### src/hw/rtl/iplc_pkg.sv
package iplc_pkg;

    localparam int WORD_W               = 16;
    localparam int MAX_PACKET_BYTES_DEF = 65535;

    // L4 kind codes
    localparam logic [1:0] KIND_NONE = 2'd0;
    localparam logic [1:0] KIND_UDP  = 2'd1;
    localparam logic [1:0] KIND_TCP  = 2'd2;

    localparam logic [7:0]  PROTO_TCP   = 8'd6;
    localparam logic [7:0]  PROTO_UDP   = 8'd17;
    localparam logic [3:0]  MIN_IHL     = 4'd5;
    localparam logic [15:0] UDP_MIN_LEN = 16'd8;

    // IPv4 header byte positions
    localparam logic [15:0] POS_IHL      = 16'd0;
    localparam logic [15:0] POS_PROTO    = 16'd9;
    localparam logic [15:0] POS_CHECK_HI = 16'd10;
    localparam logic [15:0] POS_CHECK_LO = 16'd11;
    localparam logic [15:0] POS_ADDR_LO  = 16'd12;
    localparam logic [15:0] POS_ADDR_HI  = 16'd19;

    // offsets inside the L4 segment
    localparam logic [15:0] UDP_OFS_LEN_LO   = 16'd5;
    localparam logic [15:0] UDP_OFS_CHECK_HI = 16'd6;
    localparam logic [15:0] UDP_OFS_CHECK_LO = 16'd7;
    localparam logic [15:0] TCP_OFS_CHECK_HI = 16'd16;
    localparam logic [15:0] TCP_OFS_CHECK_LO = 16'd17;

    typedef struct packed {
        logic [7:0] data_byte;
        logic       is_last;
    } in_item_t;

    typedef struct packed {
        logic [15:0] ip_header_checksum;
        logic [15:0] l4_checksum;
        logic [1:0]  l4_kind;
    } out_item_t;

    // sums of a finished packet, handed to the finalise stage
    typedef struct packed {
        logic [15:0] header_sum;
        logic [15:0] transport_sum;
        logic [15:0] l4_length;
        logic [1:0]  l4_kind;
    } fin_item_t;

    // one's-complement add with end-around carry
    function automatic logic [15:0] oc_add(input logic [15:0] a, input logic [15:0] b);
        logic [16:0] s;
        s = {1'b0, a} + {1'b0, b};
        return s[15:0] + {15'd0, s[16]};
    endfunction

endpackage

### src/hw/rtl/iplc_accum.sv
module iplc_accum
    import iplc_pkg::*;
#(
    parameter int MAX_PACKET_BYTES = MAX_PACKET_BYTES_DEF
) (
    input  logic      aclk,
    input  logic      aresetn,
    input  logic      in_valid,
    output logic      in_ready,
    input  in_item_t  in_item,
    output logic      fin_valid,
    input  logic      fin_ready,
    output fin_item_t fin_item
);

    localparam int POS_W = $clog2(MAX_PACKET_BYTES + 1);

    logic [POS_W-1:0] pos_reg, pos_next;
    logic [3:0]       ihl_reg, ihl_next;
    logic [7:0]       proto_reg, proto_next;
    logic [15:0]      hsum_reg, hsum_next;
    logic [15:0]      tsum_reg, tsum_next;
    logic [15:0]      udp_len_reg, udp_len_next;
    logic [7:0]       pend_reg, pend_next;
    logic             fin_valid_reg;
    fin_item_t        fin_reg, fin_next;

    logic [15:0] pos16, hdr_len, hdr_len_new, offset, part, udp_cover, total;
    logic [3:0]  ihl_eff, ihl_eff_new;
    logic        in_range, in_hdr, hdr_add, ts_add, take;

    always_comb begin
        pos16    = 16'(pos_reg);
        in_range = pos_reg < POS_W'(MAX_PACKET_BYTES);
        ihl_eff  = (ihl_reg < MIN_IHL) ? MIN_IHL : ihl_reg;
        hdr_len  = {10'd0, ihl_eff, 2'b00};
        in_hdr   = pos16 < hdr_len;
        offset   = pos16 - hdr_len;
        part     = pos16[0] ? {8'h00, in_item.data_byte} : {in_item.data_byte, 8'h00};

        udp_len_next = udp_len_reg;
        if (in_range && !in_hdr && proto_reg == PROTO_UDP && offset == UDP_OFS_LEN_LO) begin
            udp_len_next = {pend_reg, in_item.data_byte};
        end
        udp_cover = (udp_len_next < UDP_MIN_LEN) ? UDP_MIN_LEN : udp_len_next;

        hdr_add = in_range && in_hdr && pos16 != POS_CHECK_HI && pos16 != POS_CHECK_LO;
        ts_add  = 1'b0;
        if (in_range) begin
            if (in_hdr) begin
                ts_add = pos16 >= POS_ADDR_LO && pos16 <= POS_ADDR_HI;
            end else if (proto_reg == PROTO_UDP) begin
                ts_add = offset < udp_cover && offset != UDP_OFS_CHECK_HI
                         && offset != UDP_OFS_CHECK_LO;
            end else if (proto_reg == PROTO_TCP) begin
                ts_add = offset != TCP_OFS_CHECK_HI && offset != TCP_OFS_CHECK_LO;
            end
        end

        hsum_next  = hdr_add ? oc_add(hsum_reg, part) : hsum_reg;
        tsum_next  = ts_add ? oc_add(tsum_reg, part) : tsum_reg;
        ihl_next   = (in_range && pos16 == POS_IHL) ? in_item.data_byte[3:0] : ihl_reg;
        proto_next = (in_range && pos16 == POS_PROTO) ? in_item.data_byte : proto_reg;
        pend_next  = (in_range && !pos16[0]) ? in_item.data_byte : pend_reg;
        pos_next   = in_range ? pos_reg + POS_W'(1) : pos_reg;

        // packet summary as seen after this byte
        total       = 16'(pos_next);
        ihl_eff_new = (ihl_next < MIN_IHL) ? MIN_IHL : ihl_next;
        hdr_len_new = {10'd0, ihl_eff_new, 2'b00};

        fin_next.header_sum    = hsum_next;
        fin_next.transport_sum = tsum_next;
        fin_next.l4_kind       = KIND_NONE;
        fin_next.l4_length     = total - hdr_len_new;
        if (total >= hdr_len_new) begin
            if (proto_next == PROTO_UDP) begin
                fin_next.l4_kind   = KIND_UDP;
                fin_next.l4_length = udp_cover;
            end else if (proto_next == PROTO_TCP) begin
                fin_next.l4_kind = KIND_TCP;
            end
        end
    end

    assign in_ready  = !in_item.is_last || !fin_valid_reg || fin_ready;
    assign take      = in_valid && in_ready;
    assign fin_valid = fin_valid_reg;
    assign fin_item  = fin_reg;

    always_ff @(posedge aclk) begin
        if (!aresetn) begin
            pos_reg       <= '0;
            ihl_reg       <= '0;
            proto_reg     <= '0;
            hsum_reg      <= '0;
            tsum_reg      <= '0;
            udp_len_reg   <= '0;
            pend_reg      <= '0;
            fin_valid_reg <= 1'b0;
        end else begin
            if (fin_valid_reg && fin_ready) begin
                fin_valid_reg <= 1'b0;
            end
            if (take) begin
                if (in_item.is_last) begin
                    fin_valid_reg <= 1'b1;
                    pos_reg       <= '0;
                    ihl_reg       <= '0;
                    proto_reg     <= '0;
                    hsum_reg      <= '0;
                    tsum_reg      <= '0;
                    udp_len_reg   <= '0;
                    pend_reg      <= '0;
                end else begin
                    pos_reg     <= pos_next;
                    ihl_reg     <= ihl_next;
                    proto_reg   <= proto_next;
                    hsum_reg    <= hsum_next;
                    tsum_reg    <= tsum_next;
                    udp_len_reg <= udp_len_next;
                    pend_reg    <= pend_next;
                end
            end
        end
    end

    always_ff @(posedge aclk) begin
        if (take && in_item.is_last) begin
            fin_reg <= fin_next;
        end
    end

    a_clear_after_last: assert property (@(posedge aclk) disable iff (!aresetn)
        take && in_item.is_last |=> pos_reg == '0 && tsum_reg == '0 && hsum_reg == '0)
        else $error("packet state not cleared after last byte");

    a_pos_advance: assert property (@(posedge aclk) disable iff (!aresetn)
        take && !in_item.is_last && in_range |=> pos_reg == $past(pos_reg) + POS_W'(1))
        else $error("byte position did not advance");

    a_fin_held: assert property (@(posedge aclk) disable iff (!aresetn)
        fin_valid_reg && !fin_ready |=> fin_valid_reg)
        else $error("finished packet dropped while stalled");

endmodule

### src/hw/rtl/iplc_final.sv
module iplc_final
    import iplc_pkg::*;
(
    input  logic      aclk,
    input  logic      aresetn,
    input  logic      fin_valid,
    output logic      fin_ready,
    input  fin_item_t fin_item,
    output logic      m_valid,
    input  logic      m_ready,
    output out_item_t m_item
);

    logic      m_valid_reg;
    out_item_t m_item_reg, m_item_next;
    logic      load;
    logic [17:0] raw;
    logic [16:0] fold1;
    logic [15:0] fold2;
    logic [7:0]  proto;

    // pseudo-header protocol and length folded into the L4 sum in one go
    always_comb begin
        proto = (fin_item.l4_kind == KIND_UDP) ? PROTO_UDP : PROTO_TCP;
        raw   = 18'(fin_item.transport_sum) + 18'(proto) + 18'(fin_item.l4_length);
        fold1 = 17'(raw[15:0]) + 17'(raw[17:16]);
        fold2 = fold1[15:0] + 16'(fold1[16]);

        m_item_next.ip_header_checksum = ~fin_item.header_sum;
        m_item_next.l4_kind            = fin_item.l4_kind;
        m_item_next.l4_checksum        = (fin_item.l4_kind == KIND_NONE) ? 16'd0 : ~fold2;
    end

    assign fin_ready = !m_valid_reg || m_ready;
    assign load      = fin_valid && fin_ready;
    assign m_valid   = m_valid_reg;
    assign m_item    = m_item_reg;

    always_ff @(posedge aclk) begin
        if (!aresetn) begin
            m_valid_reg <= 1'b0;
        end else if (load) begin
            m_valid_reg <= 1'b1;
        end else if (m_ready) begin
            m_valid_reg <= 1'b0;
        end
    end

    always_ff @(posedge aclk) begin
        if (load) begin
            m_item_reg <= m_item_next;
        end
    end

    a_none_is_zero: assert property (@(posedge aclk) disable iff (!aresetn)
        m_valid_reg && m_item_reg.l4_kind == KIND_NONE |-> m_item_reg.l4_checksum == 16'd0)
        else $error("L4 checksum set with no L4 kind");

    a_load_shows: assert property (@(posedge aclk) disable iff (!aresetn)
        load |=> m_valid_reg && m_item_reg.l4_kind == $past(fin_item.l4_kind))
        else $error("finished packet not presented");

endmodule

### src/hw/rtl/ipv4_l3_l4_checksum_engine.sv
// IPv4 header and UDP/TCP checksum engine. Feed a packet one byte per request
// on s_*, starting at the version/IHL byte, with is_last set on the final byte.
// One result request per packet appears on m_*: the complemented IP header
// checksum (check field read as zero), the complemented UDP or TCP checksum
// including the pseudo-header (zero when l4_kind is none) and the L4 kind.
// Throughput is one byte per cycle, back to back, set by the 16-bit
// end-around-carry add of each byte into the running sums. After the last
// byte is accepted it sits in the input register, is accumulated into the
// finished-packet register, and the pseudo-header fold lands in the output
// register, which presents the result on m_*. A last byte waits only
// while both result registers are full and m_ready is low. An IHL
// below 5 counts as 5; a UDP length below 8 counts as 8; bytes past the UDP
// length are not summed; bytes beyond MAX_PACKET_BYTES are ignored up to the
// last-byte mark. A UDP checksum of zero is passed out as zero.
module ipv4_l3_l4_checksum_engine
    import iplc_pkg::*;
#(
    parameter int MAX_PACKET_BYTES = MAX_PACKET_BYTES_DEF
) (
    input  logic      aclk,
    input  logic      aresetn,
    input  logic      s_valid,
    output logic      s_ready,
    input  in_item_t  s_item,
    output logic      m_valid,
    input  logic      m_ready,
    output out_item_t m_item
);

    // input register
    logic      in_valid_reg;
    in_item_t  in_item_reg;
    logic      acc_ready;

    // accumulate -> finalise
    logic      fin_valid;
    logic      fin_ready;
    fin_item_t fin_item;

    // input stage refills while the accumulator takes its byte
    assign s_ready = !in_valid_reg || acc_ready;

    always_ff @(posedge aclk) begin
        if (!aresetn) begin
            in_valid_reg <= 1'b0;
        end else if (s_ready) begin
            in_valid_reg <= s_valid;
        end
    end

    always_ff @(posedge aclk) begin
        if (s_valid && s_ready) begin
            in_item_reg <= s_item;
        end
    end

    // running header and transport sums, per-byte
    iplc_accum #(
        .MAX_PACKET_BYTES(MAX_PACKET_BYTES)
    ) u_accum (
        .aclk     (aclk),
        .aresetn  (aresetn),
        .in_valid (in_valid_reg),
        .in_ready (acc_ready),
        .in_item  (in_item_reg),
        .fin_valid(fin_valid),
        .fin_ready(fin_ready),
        .fin_item (fin_item)
    );

    // pseudo-header fold, complement and result register
    iplc_final u_final (
        .aclk     (aclk),
        .aresetn  (aresetn),
        .fin_valid(fin_valid),
        .fin_ready(fin_ready),
        .fin_item (fin_item),
        .m_valid  (m_valid),
        .m_ready  (m_ready),
        .m_item   (m_item)
    );

endmodule
### config.mk
export PLATFORM = sky130hd
export DESIGN_NAME = ipv4_l3_l4_checksum_engine
export DESIGN_NICKNAME = d
export VERILOG_FILES = /design/src/hw/rtl/iplc_pkg.sv /design/src/hw/rtl/iplc_accum.sv /design/src/hw/rtl/iplc_final.sv /design/src/hw/rtl/ipv4_l3_l4_checksum_engine.sv
export SDC_FILE = /design/constraint.sdc
export NUM_CORES = 1
export LEC_CHECK = 0
export ABC_CLOCK_PERIOD_IN_PS = 5800
export BUFFER_PORTS_ARGS = -buffer_cell sky130_fd_sc_hd__buf_2
export CORE_MARGIN = 2
export CORE_UTILIZATION = 30
export DETAILED_ROUTE_END_ITERATION = 6
export PLACE_DENSITY_LB_ADDON = 0.05
export SYNTH_ARGS = -nofsm -noshare
export SYNTH_HDL_FRONTEND = slang
export SYNTH_HIERARCHICAL = 1
export SYNTH_SLANG_ARGS = --single-unit
### constraint.sdc
create_clock -name aclk -period 5.8 [get_ports aclk]
set_clock_uncertainty 0.05 [all_clocks]
set_input_delay 0.29 -clock aclk [delete_from_list [all_inputs] [get_ports aclk]]
set_output_delay 0.29 -clock aclk [all_outputs]
set_load 0.05 [all_outputs]
==> qor_table.md <==
| Stage | Metric | Reported |
|:---|:---|:---|
| outcome | Run status | finished, violations left |
| outcome | Failing checks | negative setup slack |
| finish | Max reg flops | 50 |
| power and ir drop | Leakage power summed over all cells | 6.257 nW |
| clocking | Clock tree root buffer cell | clkbuf_16 |
| logic synthesis | Post-synthesis net count | 1505 |
| sta | Actual slew at the worst max-slew pin | 1102 ps |
| clocking | Clock tree from TritonCTS | done |
| clocking | Inserted Clock Buffers | 17 |
| global route | Overflow left after global routing | 0 |
| setup path | Kind of start point of the critical path | register |
| detailed routing | Vias post-DR | 10840 |
| floorplan | Core region area | 42890 um^2 |
| setup path | Cell with the largest stage delay on the worst path | fa_2 |
| power and ir drop | Maximum vdd ir drop | 0.2103 mV |
| global route | Initial antenna violation count | 0 |
| sta | Setup-violating endpoint count in the final report | 8 |
| power and ir drop | Power per cell area | 197.1 nW/um^2 |
| finish | Number of nets at the end of the flow | 1664 |
| min path | Type of the worst min-delay path | in2reg |
| detailed routing | DRC | 0 |
| setup path | Critical path data required time | 6000 ps |
| placement | Port Buffer Count | 48 |
| global route | Maximum number of pins on one net before global-route repair | 49 |
| sta | Post-route clock period utilization | 1.030 |
| logic synthesis | Largest area contributor in the synthesized netlist | edfxtp_1 |
| placement | Final estimated routing congestion in global placement | 0.8148 |
| floorplan | Initial cell density of the core | 0.3028 |
| setup path | Largest incremental delay on the critical path | 580 ps |
| floorplan | Die ar. | 44960 um^2 |
| logic synthesis | Mapped cell area | 12980 um^2 |
| floorplan | Total I/O pin count | 49 |
| logic synthesis | Post-Synthesis Mean Instance Area | 9.362 um^2 |
| clocking | Maximum clock path buffer count | 2 |
| finish | Layout area overhead | 23.62% |
| sta | Hold Slack | 74.90 ps |
| detailed routing | Detailed Route Iter0 Violations | 488 |
| clocking | Clock latency of the later-clocked register in the worst-skew pair | 500 ps |
| sta | Number of max-slew violations in the final report | 0 |
| sta | Least setup slack across all paths after layout | -174.8 ps |
| sta | Setup repair after global routing missed its margin | true |
| detailed routing | Drt via density | 5.058 |
| logic synthesis | Synth Area in XOR/XNOR | 0.06668 |
| global route | Vias in the first global route | 10460 |
| finish | Final instance count without filler cells | 2144 |
| logic synthesis | Async S/R FF share, synth | 0 |
| floorplan | Die boundary width | 212.0 um |
| global route | Global-route wire length before repair | 62310 um |
| logic synthesis | Arithmetic-cell share of the synthesized area counting full adders, half adders and majority gates | 0.1064 |
| logic synthesis | Number of enable-type register cells in the synthesized netlist | 93 |
| sta | Slew headroom | 0.2624 |
| logic synthesis | Synth cell types | 98 |
| logic synthesis | Dominant combinational cell family by area after synthesis | simple AND/OR/NAND/NOR gates |
| setup path | Buffer and inverter count on the worst path | 4 |
| logic synthesis | Synth Area in Compound Gates | 0.1914 |
| setup path | Cell with the most instances on the worst path | fa_2 |
| logic synthesis | Post-synth top flop | edfxtp_1 |
| setup path | Critical path endpoint category | register |
| logic synthesis | Number of synthesized register bits | 180 |
| clocking | CTS sink count | 180 |
| clocking | H-tree depth | 4 |
| setup path | Cell type group with the largest total delay on the critical path | simple AND/OR/NAND/NOR gates |
| sta | Fmax | 167.4 MHz |
| setup path | Worst Path Arrival | 6170 ps |
| logic synthesis | Area share of and/or/nand/nor cells after synthesis | 0.2096 |
| setup path | Critical path class | reg2reg |
| detailed routing | Routed len/inst | 18.92 um |
| run | Max capacitance violation total | 0 |
| logic synthesis | Top cells by area, synth | edfxtp_1 (22%), dfxtp_1 (13%), ha_1 (9.3%) |
| floorplan | Cell row count | 76 |
| floorplan | Chip Height | 212.0 um |
| global route | GRT Util Overall | 0.1847 |
| finish | Final instance area | 16050 um^2 |
| logic synthesis | Number of warnings printed during yosys synthesis | 6 |
| finish | Share of cells above drive strength 1 | 0.2245 |
| logic synthesis | Cell count after synthesis | 1387 |
| logic synthesis | Share of synthesized area spent on multiplexers | 0.04336 |
| logic synthesis | Synth top cells by count | ha_1 (96), edfxtp_1 (93), nand2_1 (92) |
| logic synthesis | Cell with the most instances after synthesis | ha_1 |
| detailed routing | Total Wirelength | 40570 um |
| finish | Antenna diode count | 0 |
| detailed routing | DRT Pass-1 Iters | 5 |
| detailed routing | Remaining number of nets flagged by the antenna check after routing | 0 |
| sta | Number of endpoints with negative hold slack in the final report | 0 |
| placement | Detailed placement HPWL | 30600 um |
| logic synthesis | Post-synth top area share | 0.2151 |
| clocking | Clock transition at path regs | 70 ps |
| logic synthesis | Sequential fraction of the synthesis area | 0.3492 |
| placement | Standard cell area after detailed placement | 14760 um^2 |
| placement | Number of cells after detailed placement | 2080 |
| placement | Pre-CTS setup slack | -310.6 ps |
| sta | Post-layout minimum cycle time | 5975 ps |
| setup path | Top fanout value on the critical path | 4 |
metrics by stage:
step / setup TNS (ps) / total power [W] / utilization
2_1_floorplan: -130.3 / 0.001799 / -
3_3_place_gp: -490.2 / 0.001988 / 0.3441
3_5_place_dp: -1977 / 0.001985 / 0.3441
4_1_cts: -1043 / 0.003209 / 0.3626
5_1_grt: -5860 / 0.003323 / 0.3743
6_report: -999.8 / 0.003164 / 0.3743
per-layer routing:
metal / track usage / vias up / share of wire
li1: - / 5462 / -
met1: 0.2566 / 5209 / 0.50
met2: 0.2942 / 137 / 0.45
met3: 0.02688 / 36 / 0.025
met4: 0.05998 / 0 / 0.019
met5: 0 / - / 0
final timing paths:
kind,from,endpoint,slack [ps],depth (start not counted)
setup reg to reg,u_accum/fin_item[1]$_SDFFCE_PP0P_,u_final/m_item[17]$_SDFFCE_PN0P_,-170,29
hold reg to reg,u_accum/fin_valid$_SDFF_PN0_,u_final/m_valid$_SDFFE_PN0P_,410,2
setup / recovery,u_accum/fin_item[1]$_SDFFCE_PP0P_,u_final/m_item[17]$_SDFFCE_PN0P_,-170,29
hold / removal,m_ready,u_final/m_valid$_SDFFE_PN0P_,70,3
layout make-up:
cell class              instances  area, um^2
clock buffers                  19       432.9
clock inverters                13       126.4
fillers                      4396       26830
inverters                      45       168.9
multi-input cells            1099        8484
flip-flops and latches        180        4537
well taps                     585       732.0
repair buffers                203        1570
tightest hold or removal path: stages:
cell	delay [ps]
buf_2	80
nand2b_1	120
a21boi_0	80
kinds of logic after synthesis:
kind of cell / Yosys count
and+or+nand+nor: 499
AOI/OAI and AO/OA: 347
DFF: 180
muxes: 54
adders and majority gates: 105
buffers and inverters: 108
xor gates and xnor gates: 94
report_power, final:
group | internal (W) | total [W] | switching [W]
logic | 0.000234 | 0.000592 | 0.000358
clock network | 0.000597 | 0.00118 | 0.000581
registers | 0.00137 | 0.00139 | 0.0000211
total | 0.00220 | 0.00316 | 0.000960
layout by cell type, fill, tap and decap left out, drive strengths merged, types with 35 or more instances in the layout:
master and instances:
and2 47, edfxtp 93, xor2 36, nand2 92
a21oi 56, nand3 36, dfxtp 87, ha 96
buf 190, a22oi 35, nor2 86, mux2i 36
o21ai 76, xnor2 56, nor2b 61, inv 49
repair_timing:
item	in CTS	in global routing
resized for setup	20	64
pin swaps	7	31
gates cloned	0	4
buffers inserted	6	12
hold buffers	10	0
endpoints found under the hold margin	10	0
endpoints found under the setup margin	36	42
No activity file was read; power rests on OpenSTA's default activity.
